$ cat src/hdl/sorted_priority_queue_unit_macros.svh
// Assertion macros shared by the queue modules.
// Each macro expects clk and rst_n to be visible where it is used.
`ifndef SORTED_PRIORITY_QUEUE_UNIT_MACROS_SVH
`define SORTED_PRIORITY_QUEUE_UNIT_MACROS_SVH

`ifndef SYNTHESIS

// The condition must hold at every clock edge out of reset.
`define SPQ_ASSERT_ALWAYS(label, cond) \
    label: assert property (@(posedge clk) disable iff (!rst_n) (cond)) \
        else $error("queue check failed");

// The consequent must hold in the cycle after the antecedent.
`define SPQ_ASSERT_NEXT(label, ante, cons) \
    label: assert property (@(posedge clk) disable iff (!rst_n) (ante) |=> (cons)) \
        else $error("queue check failed");

`else

`define SPQ_ASSERT_ALWAYS(label, cond)
`define SPQ_ASSERT_NEXT(label, ante, cons)

`endif

`endif

$ cat src/hdl/spq_pkg.sv
package spq_pkg;

    localparam int QUEUE_DEPTH = 16;
    localparam int PRIO_W      = 8;
    localparam int DATA_W      = 16;
    localparam int IDX_W       = $clog2(QUEUE_DEPTH);
    localparam int COUNT_W     = $clog2(QUEUE_DEPTH + 1);

    typedef enum logic {
        ACT_INSERT = 1'b0,
        ACT_DELETE = 1'b1
    } action_t;

    typedef enum logic [1:0] {
        STATUS_OK    = 2'd0,
        STATUS_FULL  = 2'd1,
        STATUS_EMPTY = 2'd2
    } status_t;

    typedef enum logic {
        CTRL_IDLE = 1'b0,
        CTRL_HOLD = 1'b1
    } ctrl_state_t;

    // Command from the controller to the datapath.
    typedef struct packed {
        logic    load;
        logic    insert;
        logic    remove;
        status_t code;
    } spq_cmd_t;

    // Status from the datapath to the controller.
    typedef struct packed {
        logic full;
        logic empty;
    } spq_stat_t;

    // Result held in the output register.
    typedef struct packed {
        status_t             status;
        logic                out_valid;
        logic [PRIO_W-1:0]   out_priority;
        logic [DATA_W-1:0]   out_payload;
        logic [COUNT_W-1:0]  occupancy;
    } spq_result_t;

endpackage

$ cat src/hdl/spq_req_if.sv
interface spq_req_if;

    logic                         valid;
    logic                         ready;
    logic                         action;
    logic [spq_pkg::PRIO_W-1:0]   priority_req;
    logic [spq_pkg::DATA_W-1:0]   payload;

    modport source (output valid, output action, output priority_req, output payload,
                    input ready);
    modport sink   (input valid, input action, input priority_req, input payload,
                    output ready);

endinterface

$ cat src/hdl/spq_rsp_if.sv
interface spq_rsp_if;

    logic                          valid;
    logic                          ready;
    logic [1:0]                    status;
    logic                          out_valid;
    logic [spq_pkg::PRIO_W-1:0]    out_priority;
    logic [spq_pkg::DATA_W-1:0]    out_payload;
    logic [spq_pkg::COUNT_W-1:0]   occupancy;

    modport source (output valid, output status, output out_valid, output out_priority,
                    output out_payload, output occupancy, input ready);
    modport sink   (input valid, input status, input out_valid, input out_priority,
                    input out_payload, input occupancy, output ready);

endinterface

$ cat src/hdl/spq_ctrl.sv
`include "sorted_priority_queue_unit_macros.svh"

module spq_ctrl
(
    input  logic                clk,
    input  logic                rst_n,
    input  logic                req_valid,
    input  logic                req_action,
    output logic                req_ready,
    output logic                rsp_valid,
    input  logic                rsp_ready,
    input  spq_pkg::spq_stat_t  stat,
    output spq_pkg::spq_cmd_t   cmd
);

    spq_pkg::ctrl_state_t state_reg;
    spq_pkg::ctrl_state_t state_next;
    logic                 accept;

    always_ff @(posedge clk or negedge rst_n)
    begin
        if (!rst_n)
        begin
            state_reg <= spq_pkg::CTRL_IDLE;
        end
        else
        begin
            state_reg <= state_next;
        end
    end

    always_comb
    begin
        state_next = state_reg;
        req_ready  = 1'b0;
        rsp_valid  = 1'b0;
        unique case (state_reg)
            spq_pkg::CTRL_IDLE:
            begin
                req_ready = 1'b1;
            end
            spq_pkg::CTRL_HOLD:
            begin
                rsp_valid = 1'b1;
                // The output register frees up this cycle when the result is taken.
                req_ready = rsp_ready;
                if (rsp_ready)
                begin
                    state_next = spq_pkg::CTRL_IDLE;
                end
            end
            default:
            begin
                state_next = spq_pkg::CTRL_IDLE;
            end
        endcase

        accept = req_valid && req_ready;
        if (accept)
        begin
            state_next = spq_pkg::CTRL_HOLD;
        end

        cmd.load   = accept;
        cmd.insert = 1'b0;
        cmd.remove = 1'b0;
        cmd.code   = spq_pkg::STATUS_OK;
        unique case (spq_pkg::action_t'(req_action))
            spq_pkg::ACT_INSERT:
            begin
                cmd.insert = accept && !stat.full;
                cmd.code   = stat.full ? spq_pkg::STATUS_FULL : spq_pkg::STATUS_OK;
            end
            spq_pkg::ACT_DELETE:
            begin
                cmd.remove = accept && !stat.empty;
                cmd.code   = stat.empty ? spq_pkg::STATUS_EMPTY : spq_pkg::STATUS_OK;
            end
            default:
            begin
                cmd.code = spq_pkg::STATUS_OK;
            end
        endcase
    end

    `SPQ_ASSERT_NEXT(a_load_holds_result, cmd.load, state_reg == spq_pkg::CTRL_HOLD)
    `SPQ_ASSERT_ALWAYS(a_single_op, !(cmd.insert && cmd.remove))
    `SPQ_ASSERT_ALWAYS(a_ready_when_idle, (state_reg != spq_pkg::CTRL_IDLE) || req_ready)

endmodule

$ cat src/hdl/spq_datapath.sv
`include "sorted_priority_queue_unit_macros.svh"

module spq_datapath
(
    input  logic                                clk,
    input  logic                                rst_n,
    input  spq_pkg::spq_cmd_t                   cmd,
    input  logic [spq_pkg::PRIO_W-1:0]          in_priority,
    input  logic [spq_pkg::DATA_W-1:0]          in_payload,
    output spq_pkg::spq_stat_t                  stat,
    output spq_pkg::spq_result_t                result
);

    logic [spq_pkg::PRIO_W-1:0]  slot_prio_reg [spq_pkg::QUEUE_DEPTH];
    logic [spq_pkg::DATA_W-1:0]  slot_data_reg [spq_pkg::QUEUE_DEPTH];
    logic [spq_pkg::PRIO_W-1:0]  slot_prio_next [spq_pkg::QUEUE_DEPTH];
    logic [spq_pkg::DATA_W-1:0]  slot_data_next [spq_pkg::QUEUE_DEPTH];
    logic [spq_pkg::QUEUE_DEPTH-1:0] stay;
    logic [spq_pkg::COUNT_W-1:0] count_reg;
    logic [spq_pkg::COUNT_W-1:0] count_next;
    spq_pkg::spq_result_t        result_reg;

    assign stat.full  = (count_reg == spq_pkg::COUNT_W'(spq_pkg::QUEUE_DEPTH));
    assign stat.empty = (count_reg == '0);

    // Every slot decides in parallel whether it keeps its entry, takes the new one,
    // or takes its neighbor's. Slots that keep their entry form a prefix.
    always_comb
    begin
        for (int i = 0; i < spq_pkg::QUEUE_DEPTH; i++)
        begin
            stay[i] = (spq_pkg::COUNT_W'(i) < count_reg) && (slot_prio_reg[i] >= in_priority);
        end

        for (int i = 0; i < spq_pkg::QUEUE_DEPTH; i++)
        begin
            slot_prio_next[i] = slot_prio_reg[i];
            slot_data_next[i] = slot_data_reg[i];
            if (cmd.insert && !stay[i])
            begin
                if (i == 0)
                begin
                    slot_prio_next[i] = in_priority;
                    slot_data_next[i] = in_payload;
                end
                else if (stay[i-1])
                begin
                    slot_prio_next[i] = in_priority;
                    slot_data_next[i] = in_payload;
                end
                else
                begin
                    slot_prio_next[i] = slot_prio_reg[i-1];
                    slot_data_next[i] = slot_data_reg[i-1];
                end
            end
            else if (cmd.remove && (i < spq_pkg::QUEUE_DEPTH - 1))
            begin
                slot_prio_next[i] = slot_prio_reg[i+1];
                slot_data_next[i] = slot_data_reg[i+1];
            end
        end

        count_next = count_reg;
        if (cmd.insert)
        begin
            count_next = count_reg + 1'b1;
        end
        else if (cmd.remove)
        begin
            count_next = count_reg - 1'b1;
        end
    end

    always_ff @(posedge clk or negedge rst_n)
    begin
        if (!rst_n)
        begin
            count_reg <= '0;
        end
        else
        begin
            count_reg <= count_next;
        end
    end

    always_ff @(posedge clk)
    begin
        for (int i = 0; i < spq_pkg::QUEUE_DEPTH; i++)
        begin
            slot_prio_reg[i] <= slot_prio_next[i];
            slot_data_reg[i] <= slot_data_next[i];
        end
        if (cmd.load)
        begin
            result_reg.status       <= cmd.code;
            result_reg.out_valid    <= cmd.remove;
            result_reg.out_priority <= cmd.remove ? slot_prio_reg[0] : '0;
            result_reg.out_payload  <= cmd.remove ? slot_data_reg[0] : '0;
            result_reg.occupancy    <= count_next;
        end
    end

    assign result = result_reg;

    `SPQ_ASSERT_ALWAYS(a_count_bound,
        count_reg <= spq_pkg::COUNT_W'(spq_pkg::QUEUE_DEPTH))
    `SPQ_ASSERT_NEXT(a_insert_counts, cmd.insert, count_reg == $past(count_reg) + 1'b1)
    `SPQ_ASSERT_NEXT(a_remove_head, cmd.remove,
        result_reg.out_valid && (result_reg.out_priority == $past(slot_prio_reg[0])))

endmodule

$ cat src/hdl/sorted_priority_queue_unit.sv
// Sorted priority queue of QUEUE_DEPTH entries, each a priority and a data tag.
// Requests arrive on the req channel: action 0 inserts an entry behind every
// stored entry of equal or higher priority, action 1 removes the entry of
// highest priority. Every request yields exactly one response on the rsp
// channel with a status (ok, full, or empty), the removed entry when there was
// one, and the number of entries held afterwards.
// The response is valid in the cycle after the request is accepted. Throughput is
// one request per cycle while each response is taken as it appears; it is set by
// the row of slot registers, which all compare against the new priority and shift.
// The response sits in an output register; a new request is accepted in the
// same cycle the held response is taken, so a stalled receiver stalls the req
// channel and nothing is lost or repeated.
// Reset clears the entry count and the controller; the slot contents are left
// as they are, since only slots below the count are ever read.
module sorted_priority_queue_unit
(
    input  logic clk,
    input  logic rst_n,
    spq_req_if.sink   req,
    spq_rsp_if.source rsp
);

    spq_pkg::spq_cmd_t    cmd;
    spq_pkg::spq_stat_t   stat;
    spq_pkg::spq_result_t result;

    // The controller owns the handshakes and turns each accepted request
    // into a datapath command.
    spq_ctrl u_ctrl
    (
        .clk        (clk),
        .rst_n      (rst_n),
        .req_valid  (req.valid),
        .req_action (req.action),
        .req_ready  (req.ready),
        .rsp_valid  (rsp.valid),
        .rsp_ready  (rsp.ready),
        .stat       (stat),
        .cmd        (cmd)
    );

    // The datapath holds the sorted slots, the count and the response register.
    spq_datapath u_datapath
    (
        .clk         (clk),
        .rst_n       (rst_n),
        .cmd         (cmd),
        .in_priority (req.priority_req),
        .in_payload  (req.payload),
        .stat        (stat),
        .result      (result)
    );

    assign rsp.status       = result.status;
    assign rsp.out_valid    = result.out_valid;
    assign rsp.out_priority = result.out_priority;
    assign rsp.out_payload  = result.out_payload;
    assign rsp.occupancy    = result.occupancy;

endmodule

$ cat src/flat_wrapper.sv
// flat-port wrapper written by rule: the top's interface ports become plain ports
module sorted_priority_queue_unit_flat 
  (clk, rst_n, req_valid, req_action, req_priority_req, req_payload, req_ready, rsp_valid, rsp_status, rsp_out_valid, rsp_out_priority, rsp_out_payload, rsp_occupancy, rsp_ready);
  spq_req_if req_i ();
  spq_rsp_if rsp_i ();
  input  logic clk;
  input  logic rst_n;
  input wire logic [$bits(req_i.valid)-1:0] req_valid;
  input wire logic [$bits(req_i.action)-1:0] req_action;
  input wire logic [$bits(req_i.priority_req)-1:0] req_priority_req;
  input wire logic [$bits(req_i.payload)-1:0] req_payload;
  output wire logic [$bits(req_i.ready)-1:0] req_ready;
  output wire logic [$bits(rsp_i.valid)-1:0] rsp_valid;
  output wire logic [$bits(rsp_i.status)-1:0] rsp_status;
  output wire logic [$bits(rsp_i.out_valid)-1:0] rsp_out_valid;
  output wire logic [$bits(rsp_i.out_priority)-1:0] rsp_out_priority;
  output wire logic [$bits(rsp_i.out_payload)-1:0] rsp_out_payload;
  output wire logic [$bits(rsp_i.occupancy)-1:0] rsp_occupancy;
  input wire logic [$bits(rsp_i.ready)-1:0] rsp_ready;
  assign req_i.valid = req_valid;
  assign req_i.action = req_action;
  assign req_i.priority_req = req_priority_req;
  assign req_i.payload = req_payload;
  assign req_ready = req_i.ready;
  assign rsp_valid = rsp_i.valid;
  assign rsp_status = rsp_i.status;
  assign rsp_out_valid = rsp_i.out_valid;
  assign rsp_out_priority = rsp_i.out_priority;
  assign rsp_out_payload = rsp_i.out_payload;
  assign rsp_occupancy = rsp_i.occupancy;
  assign rsp_i.ready = rsp_ready;
  sorted_priority_queue_unit u_core (.clk(clk), .rst_n(rst_n), .req(req_i), .rsp(rsp_i));
endmodule
$ cat config.mk
export PLATFORM = sky130hd
export DESIGN_NAME = sorted_priority_queue_unit_flat
export DESIGN_NICKNAME = d
export VERILOG_FILES = /design/src/hdl/spq_pkg.sv /design/src/hdl/spq_req_if.sv /design/src/hdl/spq_rsp_if.sv /design/src/hdl/spq_ctrl.sv /design/src/hdl/spq_datapath.sv /design/src/hdl/sorted_priority_queue_unit.sv /design/src/flat_wrapper.sv
export VERILOG_INCLUDE_DIRS = /design/src /design/src/hdl
export SDC_FILE = /design/constraint.sdc
export NUM_CORES = 1
export LEC_CHECK = 0
export ABC_CLOCK_PERIOD_IN_PS = 3450
export BUFFER_PORTS_ARGS = -buffer_cell sky130_fd_sc_hd__buf_2
export CAP_MARGIN = 20
export CORE_ASPECT_RATIO = 0.6
export CORE_MARGIN = 2
export CORE_UTILIZATION = 57
export DETAILED_ROUTE_END_ITERATION = 8
export PLACE_DENSITY = 0.77
export SYNTH_ARGS = -nofsm -noshare
export SYNTH_HDL_FRONTEND = slang
export SYNTH_HIERARCHICAL = 1
export SYNTH_SLANG_ARGS = --single-unit
$ cat constraint.sdc
create_clock -name clk -period 3.45 [get_ports clk]
set_input_delay 1.035 -clock clk [delete_from_list [all_inputs] [get_ports clk]]
set_output_delay 1.035 -clock clk [all_outputs]
set_load 0.01 [all_outputs]
### Word-level counts from Yosys, hierarchy flattened

Memory sizes are Yosys's and may differ from the RTL's.
Cells that the tools add are included.

* bits in registers: 38
* latch bits: 0
* bits in writable memories: 384
* ROM bits: 0
* output and inout bits: 34
* logic and storage cells: 204
* memories kept: 2

* add/subtract/negate cells: 2
* multipliers: 0
* div/mod/pow operators: 0
* magnitude comparators: 32
* equal/unequal tests: 1
* shift-type cells: 0
* multiplexer cells: 104
* bitwise logic cells: 2
* reduce and logical (&&, ||, !) cells: 54

Memory list
* u_core.u_datapath.slot_data_reg: depth 16, width 16, read ports 16, clocked after memory_dff 0, wr ports 16, line spq_datapath.sv:15 `logic [spq_pkg::DATA_W-1:0] slot_data_reg [spq_pkg::QUEUE_DEPTH];`
* u_core.u_datapath.slot_prio_reg: depth 16, width 8, read ports 16, clocked after memory_dff 0, wr ports 16, line spq_datapath.sv:14 `logic [spq_pkg::PRIO_W-1:0] slot_prio_reg [spq_pkg::QUEUE_DEPTH];`

Operator list (number)
* $mux 16: 46
* $mux 8: 46
* $ge 8x8->1: 16
* $lt 4x5->1 const A: 8
* $logic_and 1x1->1: 35
* $lt 3x5->1 const A: 4
* $logic_not 1->1: 18
* $lt 1x5->1 const A: 2
* $lt 2x5->1 const A: 2
* $mux 5: 2
* $mux 1: 7
* $add 5x1->5 const B: 1
* $eq 5x5->1 const B: 1
* $logic_not 5->1: 1
* $sub 5x1->5 const B: 1
* $pmux 2 s2: 1
* $mux 2: 1
* $not 1->1: 2
* $pmux 1 s2: 1

### Logic depth before layout (Yosys ltp)

* depth after elaboration: 7
* depth in mapped cells: 13
* mapped depth without buffers: 9

### Modules after synthesis

Netlist, hierarchy kept.

Modules (own cells, without submodules)
* spq_datapath: times used 1, cells each 2076, area an instance 23642.7 µm²
* spq_ctrl: times used 1, cells each 10, area an instance 91.3 µm²

### Worst setup path before layout

No wires, ideal clock.

* path type: input -> register
* start point: in req_priority_req[1]
* end point: mem u_core/u_datapath/slot_data_reg[1][112] in the netlist's numbering (enable)
* library setup time: 0.413 ns
* arrival: 3.462 ns
* data required time: 3.037 ns
* setup slack: -0.425 ns
* stages on the path: 7
* path through: inv_1 -> ha_1 -> a21o_1 -> a21o_1 -> a21oi_1 -> o211ai_1 -> a21oi_1

RTL lines
* from (decl): line flat_wrapper.sv:10 `input wire logic [$bits(req_i.priority_req)-1:0] req_priority_req;`
* to (decl): line spq_datapath.sv:15

==> impl_metrics.tcl <==
set metrics [dict create \
    p_leak_nw 10.8 \
    min_period_ns 3.25 \
    cts_sinks 422 \
    grt_setup_unrepaired "false" \
    timing.critical_path.from "req_priority_req[0]" \
    grt_max_degree 49 \
    cts_tree "done" \
    worstMarginPinSlew_ns 0.643 \
    post-cts-setup-buffer-count 0 \
    synthFlopType "edfxtp_1" \
    synth_area_per_cell_um2 11.4 \
    crit_type "primary input to register" \
    dp.final_hpwl_um 41400 \
    cts_buffers 38 \
    slew_headroom_pct 56.6 \
    period_share_pct 94.2 \
    synth_area_leaders "edfxtp_1 53%, mux2i_1 14%, ha_1 7.0%, nand2_1 4.8%, o21ai_0 4.2%" \
    layout_commonest_cell "edfxtp_1" \
    critPathRequiredTime_ns 3.78 \
    synth-seq-area-share_pct 53.3 \
    r2r_slack_ns 0.63 \
    die_area_um2 43300 \
    holdWs_ns 0.303 \
    r2r-start "u_core/u_datapath/count_reg[1]$_DFF_PN0_" \
    dr.pass1.iters 6 \
    area_growth_pct 13.7 \
    grt_pass1_wl_um 91700 \
    slew_violations 0 \
    drive_gt1_share_pct 14.9 \
    drc 0 \
    ios 63 \
    maxCapViolations 0 \
    wire_per_inst_um 20.6 \
    fmax_mhz 308 \
    cts-htree-levels 2 \
    worstPathArrival_ns 3.58 \
    cts_resized 0 \
    synth_area_leader_cell "edfxtp_1" \
    powerDensity_nw_per_um2 670 \
    ant_nets 0 \
    syn_nets 2247 \
    yosysTopAreaCellShare_pct 52.6 \
    async_flop_share_pct 1.42 \
    skew_ns 0.0231 \
    fin_nets 2325 \
    routed_via_density 6.14 \
    fp.dieW_um 267 \
    critPathMaxStageDelay_ns 0.46 \
    worstSetupEndpointType "register" \
    ctsHoldBuffers 0 \
    placed_area_um2 25800 \
    grt_overflow 0 \
    rr_worst_depth 9 \
    clk_pin_slew_ns 0.07 \
    hold_viol 0 \
    wl_um 56800 \
    crit_path_end "u_core/u_datapath/slot_data_reg[1][40]$_DFFE_PP_" \
    path_max_fanout 24 \
    ys_seq_elements 422 \
    outcome "completed" \
    grt_antenna_before_repair 1 \
    grt_pass1_vias 17100 \
    setup_violations 0 \
    num-fill-cells 3014 \
    ys_types 51 \
    clk_latency_ns 0.56 \
    cts_root_buffer "clkbuf_16" \
    syn-cell-area_um2 23700 \
    synth_edf_count 416 \
    cts.path.max_buffers 3 \
    netlist_instances 2086 \
    core_area_um2 40800 \
    largest_reg_flops 256 \
    hold_class "primary input to async pin" \
    final_cell_mix "416 x edfxtp_1, 322 x mux2i_1, 301 x nand2_1, 197 x o21ai_0, 139 x a21oi_1" \
    peakVddDrop_uv 395 \
    port_buffers 62 \
    cp-start-kind "primary input" \
    slowest_stage "a2111o_1" \
    fp.dieH_um 162 \
    initial_core_util_pct 58.2 \
    grt_usage_pct 26.5 \
    diodes 0 \
    final_area_um2 27000 \
    drt-initial-drc-count 1696 \
    fp-row-count 57 \
    ys_warn_count 6 \
    vias 16900 \
    gp_congestion 0.895 \
    r2r_end "u_core/u_datapath/slot_data_reg[0][41]$_DFFE_PP_" \
    cp_cell_sequence "buf_2, ha_1, nand2b_1, a2111o_1, a21oi_1, buf_4, nor2_2, buf_12, mux2i_1, o21ai_0" \
]
==> cell type report <==
type | count | area, um2 | area share, %
timing repair buffer | 179 | 1860 | 6.91
clock inverter | 23 | 206 | 0.765
sequential | 422 | 12600 | 46.8
tap | 560 | 701 | 2.60
inverter | 37 | 139 | 0.515
clock buffer | 47 | 1010 | 3.73
multi-input combinational | 1486 | 10400 | 38.6
==> worst max-delay path, delay by kind of cell <==
family | cells | cell delay [ns]
simple gates | 2 | 0.21
mux | 1 | 0.14
fa+ha+maj | 1 | 0.32
compound gates | 3 | 1.04
buf+inv | 3 | 0.78
==> metrics by stage <==
step / worst slack (ns) / utilization, % / cells / setup TNS, ns / power (mW)
floorplan: 0.0349 / - / 2086 / 0 / 11.7
global placement: -0.130 / 63.2 / 2684 / -16.66 / 13.5
detailed placement: -0.267 / 63.2 / 2684 / -48.98 / 13.8
CTS: 0.284 / 66.2 / 2754 / 0 / 18.1
global route: 0.108 / 66.2 / 2754 / 0 / 19.0
finish: 0.201 / 66.2 / 2754 / 0 / 18.1
==> worst min path at each step <==
stage,startpoint,endpoint,slack [ns],depth (start not counted)
detailed placement,u_core/u_datapath/slot_data_reg[1][95]$_DFFE_PP_,u_core/u_datapath/slot_data_reg[1][79]$_DFFE_PP_,0.54,2
global placement,u_core/u_datapath/slot_data_reg[1][107]$_DFFE_PP_,u_core/u_datapath/slot_data_reg[1][91]$_DFFE_PP_,0.53,2
floorplan,u_core/u_datapath/slot_data_reg[1][96]$_DFFE_PP_,u_core/u_datapath/slot_data_reg[1][80]$_DFFE_PP_,0.52,2
finish,rst_n,u_core/u_datapath/count_reg[2]$_DFF_PN0_,0.30,1
global route,rst_n,u_core/u_datapath/count_reg[2]$_DFF_PN0_,0.30,1
CTS,rst_n,u_core/u_datapath/count_reg[2]$_DFF_PN0_,0.29,1
==> Yosys cell counts (2+ instances only) <==
cell type,n
a2111o_1,10
a2111oi_2,2
a21o_1,7
a21oi_1,142
a31oi_1,2
a32oi_2,2
and2_1,28
and3_1,2
buf_2,39
buf_4,14
buf_6,8
clkbuf_1,80
dfrtp_1,6
edfxtp_1,416
ha_1,132
inv_1,37
mux2_2,22
mux2_4,19
mux2i_1,322
nand2_1,301
nand2_2,2
nand2b_1,30
nand2b_4,2
nand3_1,4
nand4_1,14
nor2_1,97
nor2_2,7
o211ai_1,2
o21a_1,3
o21ai_0,200
o21ai_1,107
o311ai_1,3
o31ai_4,2
or2_2,3
xor2_1,3
==> power by group <==
group          internal (mW)  switching, mW  total, mW
registers               6.96          0.638       7.60
clock network           2.32           1.95       4.27
logic                   2.69           3.53       6.22
total                   12.0           6.12       18.1
==> routing by layer <==
metal	up-vias	track usage, %	wire length (um)
met4	2	5.33	809
met1	8258	40.3	26500
met5	-	0	13
li1	7850	-	-
met2	721	40.4	24800
met3	78	4.21	4690
==> kinds of logic (layout without fill, tap and decap cells) <==
group,after synthesis,after routing,share of synthesized area [%]
adders and majority gates,132,132,6.96
and+or+nand+nor,495,495,8.92
xor gates and xnor gates,4,4,0.148
AOI/OAI and AO/OA,492,492,11.4
muxes,363,363,15.8
buffers and inverters,178,286,3.50
DFF,422,422,53.3
Note: power is estimated with default switching activity, not from simulation.
